$ cat src/rtl/object_header_char_parser_top_defines.svh
// Assertion macros shared by the RTL of the object header character parser.
// Define ASSERT_OFF to compile all checks out.
`ifndef OBJECT_HEADER_CHAR_PARSER_TOP_DEFINES_SVH
`define OBJECT_HEADER_CHAR_PARSER_TOP_DEFINES_SVH

`ifndef ASSERT_OFF
// Same-cycle implication
`define OHCP_ASSERT_IMPLY(label, clk, rst_n, cond, expr) \
	label: assert property (@(posedge clk) disable iff (!rst_n) (cond) |-> (expr)) \
		else $error("ohcp check failed");
// Next-cycle implication
`define OHCP_ASSERT_NEXT(label, clk, rst_n, cond, expr) \
	label: assert property (@(posedge clk) disable iff (!rst_n) (cond) |=> (expr)) \
		else $error("ohcp check failed");
`else
`define OHCP_ASSERT_IMPLY(label, clk, rst_n, cond, expr)
`define OHCP_ASSERT_NEXT(label, clk, rst_n, cond, expr)
`endif

`endif

$ cat src/rtl/ohcp_pkg.sv
`timescale 1ns / 1ps

package ohcp_pkg;

	// Parse position
	typedef enum logic [3:0] {
		POS_LEAD         = 4'd0,
		POS_TYPE         = 4'd1,
		POS_AFTER_TYPE   = 4'd2,
		POS_AFTER_COLONS = 4'd3,
		POS_SPACE        = 4'd4,
		POS_AFTER_SPACE  = 4'd5,
		POS_NAME         = 4'd6,
		POS_AFTER_NAME   = 4'd7,
		POS_BODY         = 4'd8,
		POS_END          = 4'd9,
		POS_FINISHED     = 4'd10
	} pos_t;

	// Part a character belongs to
	typedef enum logic [2:0] {
		TAG_SKIP  = 3'd0,
		TAG_TYPE  = 3'd1,
		TAG_SPACE = 3'd2,
		TAG_NAME  = 3'd3,
		TAG_BODY  = 3'd4
	} tag_t;

	// Grammar errors
	typedef enum logic [2:0] {
		ERR_NONE         = 3'd0,
		ERR_COLON_FIRST  = 3'd1,
		ERR_NO_COLON2    = 3'd2,
		ERR_EXTRA_COLON  = 3'd3,
		ERR_CLOSE_NAME   = 3'd4,
		ERR_EMPTY_BODY   = 3'd5,
		ERR_OPEN_BODY    = 3'd6
	} err_t;

	// Characters of the grammar
	localparam logic [7:0] CH_SPACE  = 8'h20;
	localparam logic [7:0] CH_CR     = 8'h0D;
	localparam logic [7:0] CH_LF     = 8'h0A;
	localparam logic [7:0] CH_TAB    = 8'h09;
	localparam logic [7:0] CH_DOT    = 8'h2E;
	localparam logic [7:0] CH_COLON  = 8'h3A;
	localparam logic [7:0] CH_LBRACE = 8'h7B;
	localparam logic [7:0] CH_RBRACE = 8'h7D;

	// Per-character result, without the character itself
	typedef struct packed {
		tag_t tag;
		logic name_done;
		err_t err;
		pos_t pos;
		logic done;
	} res_t;

endpackage

$ cat src/rtl/ohcp_step.sv
`timescale 1ns / 1ps

module ohcp_step
	import ohcp_pkg::*;
(
	input  pos_t       pos,
	input  logic       failed,
	input  logic [7:0] char_code,
	input  logic       start_req,
	input  logic       last,
	output pos_t       pos_next,
	output logic       failed_next,
	output res_t       res
);

	pos_t pos_cur;
	logic fail_cur;
	logic ws_full;
	logic blank;
	logic sep;
	logic err_hit;

	// Character classes
	always_comb begin
		ws_full = char_code inside {CH_SPACE, CH_CR, CH_LF, CH_TAB};
		blank   = char_code inside {CH_SPACE, CH_TAB};
		sep     = char_code inside {CH_SPACE, CH_DOT, CH_TAB};
	end

	// Start clears the parser ahead of its own character
	assign pos_cur  = start_req ? POS_LEAD : pos;
	assign fail_cur = start_req ? 1'b0 : failed;

	// Transition for one character
	always_comb begin
		pos_next      = pos_cur;
		failed_next   = fail_cur;
		res.tag       = TAG_SKIP;
		res.name_done = 1'b0;
		res.err       = ERR_NONE;
		res.done      = 1'b0;
		err_hit       = 1'b0;
		if (!fail_cur) begin
			case (pos_cur)
				POS_LEAD: begin
					if (ws_full) begin
					end else if (char_code == CH_COLON) begin
						res.err = ERR_COLON_FIRST;
					end else begin
						pos_next = POS_TYPE;
						res.tag  = TAG_TYPE;
					end
				end
				POS_TYPE: begin
					if (blank) begin
					end else if (char_code == CH_COLON) begin
						pos_next = POS_AFTER_TYPE;
					end else begin
						res.tag = TAG_TYPE;
					end
				end
				POS_AFTER_TYPE: begin
					if (blank) begin
					end else if (char_code == CH_COLON) begin
						pos_next = POS_AFTER_COLONS;
					end else begin
						res.err = ERR_NO_COLON2;
					end
				end
				POS_AFTER_COLONS: begin
					if (blank) begin
					end else if (char_code == CH_COLON) begin
						res.err = ERR_EXTRA_COLON;
					end else begin
						pos_next = POS_SPACE;
						res.tag  = TAG_SPACE;
					end
				end
				POS_SPACE: begin
					if (sep) begin
						pos_next = POS_AFTER_SPACE;
					end else begin
						res.tag = TAG_SPACE;
					end
				end
				POS_AFTER_SPACE: begin
					if (!sep) begin
						pos_next = POS_NAME;
						res.tag  = TAG_NAME;
					end
				end
				POS_NAME: begin
					if (ws_full) begin
						pos_next      = POS_AFTER_NAME;
						res.name_done = 1'b1;
					end else if (char_code == CH_LBRACE) begin
						pos_next      = POS_BODY;
						res.name_done = 1'b1;
					end else if (char_code == CH_RBRACE) begin
						res.err = ERR_CLOSE_NAME;
					end else begin
						res.tag = TAG_NAME;
					end
				end
				POS_AFTER_NAME: begin
					if (ws_full) begin
					end else if (char_code == CH_LBRACE) begin
						pos_next = POS_BODY;
					end else if (char_code == CH_RBRACE) begin
						pos_next = POS_END;
						res.err  = ERR_EMPTY_BODY;
					end else begin
						pos_next = POS_BODY;
						res.tag  = TAG_BODY;
					end
				end
				POS_BODY: begin
					if (char_code == CH_RBRACE) begin
						pos_next = POS_END;
					end else if (char_code == CH_LBRACE) begin
						res.err = ERR_OPEN_BODY;
					end else begin
						res.tag = TAG_BODY;
					end
				end
				default: begin
				end
			endcase
			err_hit = (res.err != ERR_NONE);
			if (err_hit) begin
				failed_next = 1'b1;
			end else if (last) begin
				pos_next = POS_FINISHED;
				res.done = 1'b1;
			end
		end
		res.pos = pos_next;
	end

endmodule

$ cat src/rtl/ohcp_out_reg.sv
`timescale 1ns / 1ps

module ohcp_out_reg
	import ohcp_pkg::*;
(
	input  logic       clk,
	input  logic       arst_n,
	input  logic       load,
	input  res_t       res,
	input  logic [7:0] char_code,
	input  logic       out_ready,
	output logic       free,
	output logic       out_valid,
	output res_t       res_out,
	output logic [7:0] char_out
);

	logic       valid_s1;
	res_t       res_s1;
	logic [7:0] char_s1;

	// Register can take a new transaction when empty or being drained
	assign free = !valid_s1 || out_ready;

	// Valid flag
	always_ff @(posedge clk or negedge arst_n) begin
		if (!arst_n) begin
			valid_s1 <= 1'b0;
		end else if (free) begin
			valid_s1 <= load;
		end
	end

	// Payload
	always_ff @(posedge clk) begin
		if (load && free) begin
			res_s1  <= res;
			char_s1 <= char_code;
		end
	end

	assign out_valid = valid_s1;
	assign res_out   = res_s1;
	assign char_out  = char_s1;

endmodule

$ cat src/rtl/object_header_char_parser_top.sv
`timescale 1ns / 1ps
// Object header character parser.
// Input channel (in_valid/in_ready) takes one character of a definition
// "type :: space.name { body }" per transaction, with start_req (reset the
// parse before this character) and last (finish the string after it).
// Output channel (out_valid/out_ready) returns one result per character:
// part tag, the character, name-complete flag, error code, parse position
// after the character and a successful-finish flag.
// The result is registered and presented in the cycle after the input is accepted.
// Throughput: one character per cycle while the receiver does not stall; the
// parse state update and the character classification are combinational, and
// the only storage on the path is the result register.
// When the receiver stalls, the result register holds its transaction and
// in_ready drops; in_ready is high whenever the result register is empty
// or is being drained in the same cycle.
// Reset clears the parse position to the leading-blank state, clears the
// error latch and empties the result register.
`include "object_header_char_parser_top_defines.svh"

module object_header_char_parser_top
	import ohcp_pkg::*;
(
	input  logic       clk,
	input  logic       arst_n,
	input  logic       in_valid,
	output logic       in_ready,
	input  logic [7:0] char_code,
	input  logic       start_req,
	input  logic       last,
	output logic       out_valid,
	input  logic       out_ready,
	output logic [2:0] part_tag,
	output logic [7:0] char_out,
	output logic       name_done,
	output logic [2:0] error_code,
	output logic [3:0] parse_state,
	output logic       done_res
);

	pos_t pos_q;
	logic failed_q;
	pos_t pos_next;
	logic failed_next;
	res_t res_new;
	res_t res_out;
	logic free;
	logic in_fire;

	assign in_ready = free;
	assign in_fire  = in_valid && free;

	// Next-state logic for one character
	ohcp_step u_step (
		.pos         (pos_q),
		.failed      (failed_q),
		.char_code   (char_code),
		.start_req   (start_req),
		.last        (last),
		.pos_next    (pos_next),
		.failed_next (failed_next),
		.res         (res_new)
	);

	// Parse state
	always_ff @(posedge clk or negedge arst_n) begin
		if (!arst_n) begin
			pos_q    <= POS_LEAD;
			failed_q <= 1'b0;
		end else if (in_fire) begin
			pos_q    <= pos_next;
			failed_q <= failed_next;
		end
	end

	// Result register
	ohcp_out_reg u_out (
		.clk       (clk),
		.arst_n    (arst_n),
		.load      (in_valid),
		.res       (res_new),
		.char_code (char_code),
		.out_ready (out_ready),
		.free      (free),
		.out_valid (out_valid),
		.res_out   (res_out),
		.char_out  (char_out)
	);

	assign part_tag    = res_out.tag;
	assign name_done   = res_out.name_done;
	assign error_code  = res_out.err;
	assign parse_state = res_out.pos;
	assign done_res    = res_out.done;

	// Checks
	`OHCP_ASSERT_NEXT(a_fire_gives_result, clk, arst_n, in_fire, out_valid)
	`OHCP_ASSERT_IMPLY(a_done_is_finished, clk, arst_n, out_valid && done_res,
		parse_state == POS_FINISHED && error_code == ERR_NONE)
	`OHCP_ASSERT_IMPLY(a_error_skips, clk, arst_n, out_valid && error_code != ERR_NONE,
		part_tag == TAG_SKIP && !name_done && !done_res)
	`OHCP_ASSERT_IMPLY(a_name_done_pos, clk, arst_n, out_valid && name_done,
		parse_state == POS_AFTER_NAME || parse_state == POS_BODY ||
		parse_state == POS_FINISHED)
	`OHCP_ASSERT_NEXT(a_failed_holds, clk, arst_n, in_fire && failed_q && !start_req,
		failed_q && pos_q == $past(pos_q))

endmodule
$ cat config.mk
export PLATFORM = sky130hd
export DESIGN_NAME = object_header_char_parser_top
export DESIGN_NICKNAME = d
export VERILOG_FILES = /design/src/rtl/ohcp_pkg.sv /design/src/rtl/ohcp_step.sv /design/src/rtl/ohcp_out_reg.sv /design/src/rtl/object_header_char_parser_top.sv
export VERILOG_INCLUDE_DIRS = /design/src /design/src/rtl
export SDC_FILE = /design/constraint.sdc
export NUM_CORES = 1
export LEC_CHECK = 0
export ABC_AREA = 1
export BUFFER_PORTS_ARGS = -buffer_cell sky130_fd_sc_hd__buf_4
export CAP_MARGIN = 20
export CORE_AREA = 2 2 62 70
export DETAILED_ROUTE_END_ITERATION = 12
export DIE_AREA = 0 0 64 72
export PLACE_DENSITY = 0.64
export SLEW_MARGIN = 10
export SYNTH_ARGS = -nofsm -noshare
export SYNTH_HDL_FRONTEND = slang
export SYNTH_SLANG_ARGS = --single-unit
$ cat constraint.sdc
create_clock -name clk -period 1.87 [get_ports clk]
set_clock_uncertainty 0.1 [all_clocks]
set_input_delay 0.0935 -clock clk [delete_from_list [all_inputs] [get_ports clk]]
set_output_delay 0.0935 -clock clk [all_outputs]
set_load 0.1 [all_outputs]
Word level (Yosys, flattened, before mapping)
Cells that the tools add are included.

Register bits: 26. Memories: 0. Latch bits: 0. Input port bits: 14. RAM bits: 0. Output and inout bits: 22. ROM bits: 0. Logic and storage cells: 93.

Divide/modulo/power cells: 0. $lt $le $gt $ge: 0. Muxes and demuxes: 57. Reduce and logical (&&, ||, !) cells: 10. $mul: 0. Bitwise logic cells: 1. Shifts and indexed selects: 0. Equality and inequality tests: 16. Add/sub/neg operators: 0.

Operators by type and width (number): $mux W4 (19); $mux W3 (20); $pmux W4 S9 (1); $eq A8 B4 Y1 const B (3); $eq A8 B6 Y1 const B (3); $pmux W3 S8 (1); $pmux W3 S6 (1); $eq A4 B3 Y1 const B (4); $eq A8 B7 Y1 const B (2); $mux W2 (6); $mux W1 (9); $eq A4 B2 Y1 const B (2); $reduce_bool A3 Y1 (2); $eq A4 B1 Y1 const B (1); $eq A4 B4 Y1 const B (1); $logic_not A4 Y1 (1); $reduce_bool A4 Y1 (1); $reduce_or A2 Y1 (2); $reduce_bool A2 Y1 (1); $logic_and A1 B1 Y1 (1); $logic_not A1 Y1 (1); $logic_or A1 B1 Y1 (1); $not A1 Y1 (1).

Depth between registers and ports, before layout
Depth in word-level cells: 9. Gate-level depth with buffers: 15. Gate-level depth less buffers: 15.

Hierarchy
A second synthesis with hierarchy kept.

Cell total of the unflattened synthesis: 233. Area, all modules: 1696.6 um^2.

By module, submodules not included: ohcp_step (instances 1, area each 857.1 um^2, cells an instance 186, sequential area each 0.0 um^2); ohcp_out_reg (instances 1, area each 645.6 um^2, cells an instance 26, sequential area each 625.6 um^2); object_header_char_parser_top (instances 1, area each 193.9 um^2, cells an instance 21, sequential area each 125.1 um^2).

Worst setup path after synthesis
Ideal clock, no wire load.

Path kind: register -> register. Start: register u_out.valid_s1, in the netlist u_out.out_valid. End: register pos_q[3]. Setup time: 0.147 ns. Period minus slack after synthesis: 2.924 ns. Required time: 1.623 ns. Path buffers: 0. Cell stages (with the launch flop): 6. Arrival: 2.677 ns. Path slack: -1.054 ns. Cells stage by stage: dfrtp_1 -> nand2_1 -> nand2_1 -> inv_1 -> nand2_1 -> o21ai_1.

Longest elaborated chain between the ends: 3.

Ends and longest elaborated chain: from (decl) (RTL line ohcp_out_reg.sv:18) `logic valid_s1;`; from (signal assigned) (RTL line ohcp_out_reg.sv:30) `valid_s1 <= load;`; $logic_not A1 Y1 (RTL line ohcp_out_reg.sv:23) `assign free = !valid_s1 || out_ready;`; $logic_or A1 B1 Y1 (RTL line ohcp_out_reg.sv:23); net in_ready (RTL line object_header_char_parser_top.sv:26) `output logic in_ready,`; $logic_and A1 B1 Y1 (RTL line object_header_char_parser_top.sv:50) `assign in_fire = in_valid && free;`; net in_fire (RTL line object_header_char_parser_top.sv:47) `logic in_fire;`; to (signal assigned) (RTL line object_header_char_parser_top.sv:70) `pos_q <= pos_next;`; to (decl) (RTL line object_header_char_parser_top.sv:40) `pos_t pos_q;`.

The timed path passes the listed nets, and every way through them passes these cells. A chain may end at the register's enable or synchronous reset.

Worst setup path in the final report
Start: register pos_q[1]. End: register u_out.res_s1 (netlist bit u_out.res_out[1]), data pin.

Longest elaborated chain between the ends: 7. Elaborated cells on any way between the ends: 17. Classes of those cells: eq/ne (8); mux (7); reduce/logical (2).

Ends and longest elaborated chain: $mux W4 * (RTL line ohcp_step.sv:31) `assign pos_cur = start_req ? POS_LEAD : pos;`; $eq A4 B4 Y1, or another cell as far along (RTL line ohcp_step.sv:44) `case (pos_cur)`; $pmux W3 S6 (RTL line ohcp_step.sv:44); $mux W3 (RTL line ohcp_step.sv:43) `if (!fail_cur) begin`; $reduce_bool A3 Y1 (RTL line ohcp_step.sv:129) `err_hit = (res.err != ERR_NONE);`; $mux W4 * (RTL line ohcp_step.sv:130) `if (err_hit) begin`; $mux W4 * (RTL line ohcp_step.sv:43); net pos_next[0] (RTL line object_header_char_parser_top.sv:42) `pos_t pos_next;`; to (signal assigned) (RTL line ohcp_out_reg.sv:37) `res_s1 <= res;`; to (decl) (RTL line ohcp_out_reg.sv:19) `res_t res_s1;`.

The timed path passes the listed nets; every way through them passes the cells marked *. The select of a mux whose other input is x is not followed.

==> results.yml <==
status:
  status: "finished, final reports clean"
logic_synthesis:
  seq_area_frac_synth: 0.436
  synthesis.area_um2: 1720
  synth_nets: 247
  avgSynthCellArea_um2: 7.39
  synth_seq_cells: 26
  synth_cell_types: 24
  syn_inst: 233
  ys_warn_count: 0
timing:
  setup_viol: 0
  tightest_slew_ps: 428
  fin_crit_sh: 0.953
  fmaxAchievable_ghz: 0.561
  period_minus_slack_ps: 1780
  hold_viol_final: 0
  relSlewSlack: 0.707
  drv_slew: 0
floorplan:
  die_area_um2: 4610
  start_util: 0.444
  die_w_um: 64
  rows: 24
  pin_count: 36
  die_y_um: 72
  coreArea_um2: 3870
clocking:
  htreeDepth: 1
  clkLatencyLatePin_ps: 280
  cts_root_buf: "clkbuf_8"
  cts.clk_slew.worst_paths_ps: 90
  cts_max_path_buffers: 2
  cts.sinks: 26
  cts_tree: "built"
  numCtsBuffers: 3
critical_path:
  critPathTopFamily: "simple AND/OR/NAND/NOR gates"
  cp_slowest_stage_delay_ps: 450
  cp.arrival_ps: 1720
  cp_slowest_cell: "dfrtp_2"
  crit_top_cell: "nand2_1"
  cp-start-kind: "register"
  crit_path_end_kind: "register"
  crit_chain: "inv_2 -> nor2_4 -> buf_6 -> nand3_4 -> inv_4 -> buf_4 -> nand2_1 -> nand2_1 -> nor2_1 -> nand3_1 -> nand2_1 -> nand2_1"
  critPathKind: "register to register"
  crit_buf_inv: 4
  crit_fanout: 4
  required_ps: 1810
route:
  drc: 0
  wl_per_cell_um: 12.9
  dr.pass1.iters: 4
  vias: 1754
  finalWirelength_um: 4640
  ant_nets: 0
  dr.first_iter.drc_count: 67
  viasPerCell: 4.89
finish:
  syn_to_final_growth_pct: 47.2
  drive_gt1_frac: 0.397
  layout.nets: 322
  finalNonFillerCells: 359
  antennaDiodeCount: 0
power_and_ir_drop:
  p_per_area_nw_per_um2: 906
  vdd_drop_max_v: 0.000620
  p_leak_nw: 1.25
  p_total_mw: 2.30
place:
  io_buffers: 35
  globalplace.congestion: 0.924
  dp_hpwl_um: 3530
  placed_cells: 336
global_route:
  gr-total-overflow: 0
  grtUsageTotal: 0.205
  grt_pass1_vias: 1571
  grt_max_degree: 27
  grt_pass1_wl_um: 7330
  antenna_found_initial: 0
worst_hold_path:
  hold_path_class: "input port to register"
job:
  cap_viol_max_count: 0
[per-layer routing]
metal	GRT usage	wire (um)	vias up
li1	-	-	900
met2	0.334	2240	52
met1	0.281	2030	793
met3	0.0264	274	9
met5	0	0	-
met4	0.0700	99	0
[cell usage after synthesis, drive strengths merged]
library cell	count	area share
nand2	82	0.20
nor2	45	0.12
inv	34	0.074
edfxtp	20	0.35
nand3	13	0.047
o21ai	9	0.026
nand4	8	0.038
dfrtp	6	0.087
a21oi	5	0.015
nor3	5	0.017
o211ai	2	0.0087
a2111oi	1	0.0051
and2	1	0.0051
o22ai	1	0.0036
o31ai	1	0.0073
[path summary, 6_finish.rpt]
path | slack, ps | start | endpoint | depth (start not counted)
worst max register to register | 90 | pos_q[1] | u_out.res_out[1] | 12
worst min-delay path | 10 | in_valid | u_out.out_valid | 3
max in group asynchronous | 1500 | arst_n | u_out.out_valid | 2
worst min register to register | 460 | failed_q | failed_q | 2
min in group asynchronous | 50 | arst_n | u_out.out_valid | 2
worst max-delay path | 90 | pos_q[1] | u_out.res_out[1] | 12
[area by class of cell]
class                      count  area, um^2
sequential                    26         758
tap                           52        65.1
timing repair buffer          70         552
inverter                      34         134
multi-input combinational    173         958
fill                         351        1340
clock buffer                   4        66.3
[state kept, by name, indices dropped and copies added (netlist names)]
name and count:
u_out.out_valid 1, failed_q 1, u_out.char_out 8, pos_q 4, u_out.res_out 12
[kinds of logic after synthesis]
family | synth area share
AO/OA/AOI/OAI | 0.0654
buffers and inverters | 0.0741
flip-flops | 0.436
AND/OR/NAND/NOR | 0.424
[cell usage in the layout (no fill, tap or decap)]
cell and count:
a2111oi_0 1, a21oi_1 5, and2_4 1, buf_4 60, buf_6 1, clkbuf_16 1, clkbuf_8 3, clkinvlp_4 1
dfrtp_1 2, dfrtp_2 3, dfrtp_4 1, dlygate4sd3_1 9, edfxtp_1 20, inv_1 22, inv_2 10, inv_4 1
nand2_1 66, nand2_2 11, nand2_4 4, nand2_8 1, nand3_1 9, nand3_2 3, nand3_4 1, nand4_1 7
nand4_4 1, nor2_1 31, nor2_2 7, nor2_4 7, nor3_1 2, nor3_2 2, nor3_4 1, o211ai_1 2
o21ai_0 6, o21ai_1 2, o21ai_2 1, o22ai_1 1, o31ai_4 1
[worst min-delay path, delay by kind of cell]
family,cells,cell delay [ps]
buf+inv,1,80
simple gates,2,180
[per-stage QoR]
step                setup WS [ps]  cell area [um^2]  utilization  setup TNS (ps)  hold WS (ps)
floorplan                    75.8              1750            -               0          -302
global placement            -14.9              2200        0.567           -17.7          -194
detailed placement           1.05              2200        0.567               0          -195
CTS                          21.6              2370        0.611               0          4.24
global route                -39.4              2530        0.654           -46.1          23.9
finish                       88.4              2530        0.654               0          11.7
[what timing repair did]
item | in CTS | in global routing
hold endpoints to repair | 14 | 0
setup buffers | 2 | 8
hold buffers | 9 | 0
resized for setup | 0 | 30
endpoints found under the setup margin | 3 | 12
pin swaps | 1 | 8
[power breakdown]
part	switching (mW)	internal [mW]	leakage (nW)
Sequential	0.0546	0.728	0.266
Combinational	0.752	0.342	0.955
Clock	0.186	0.233	0.0339
Total	0.992	1.30	1.25
Power figures use the tool's default switching activity.
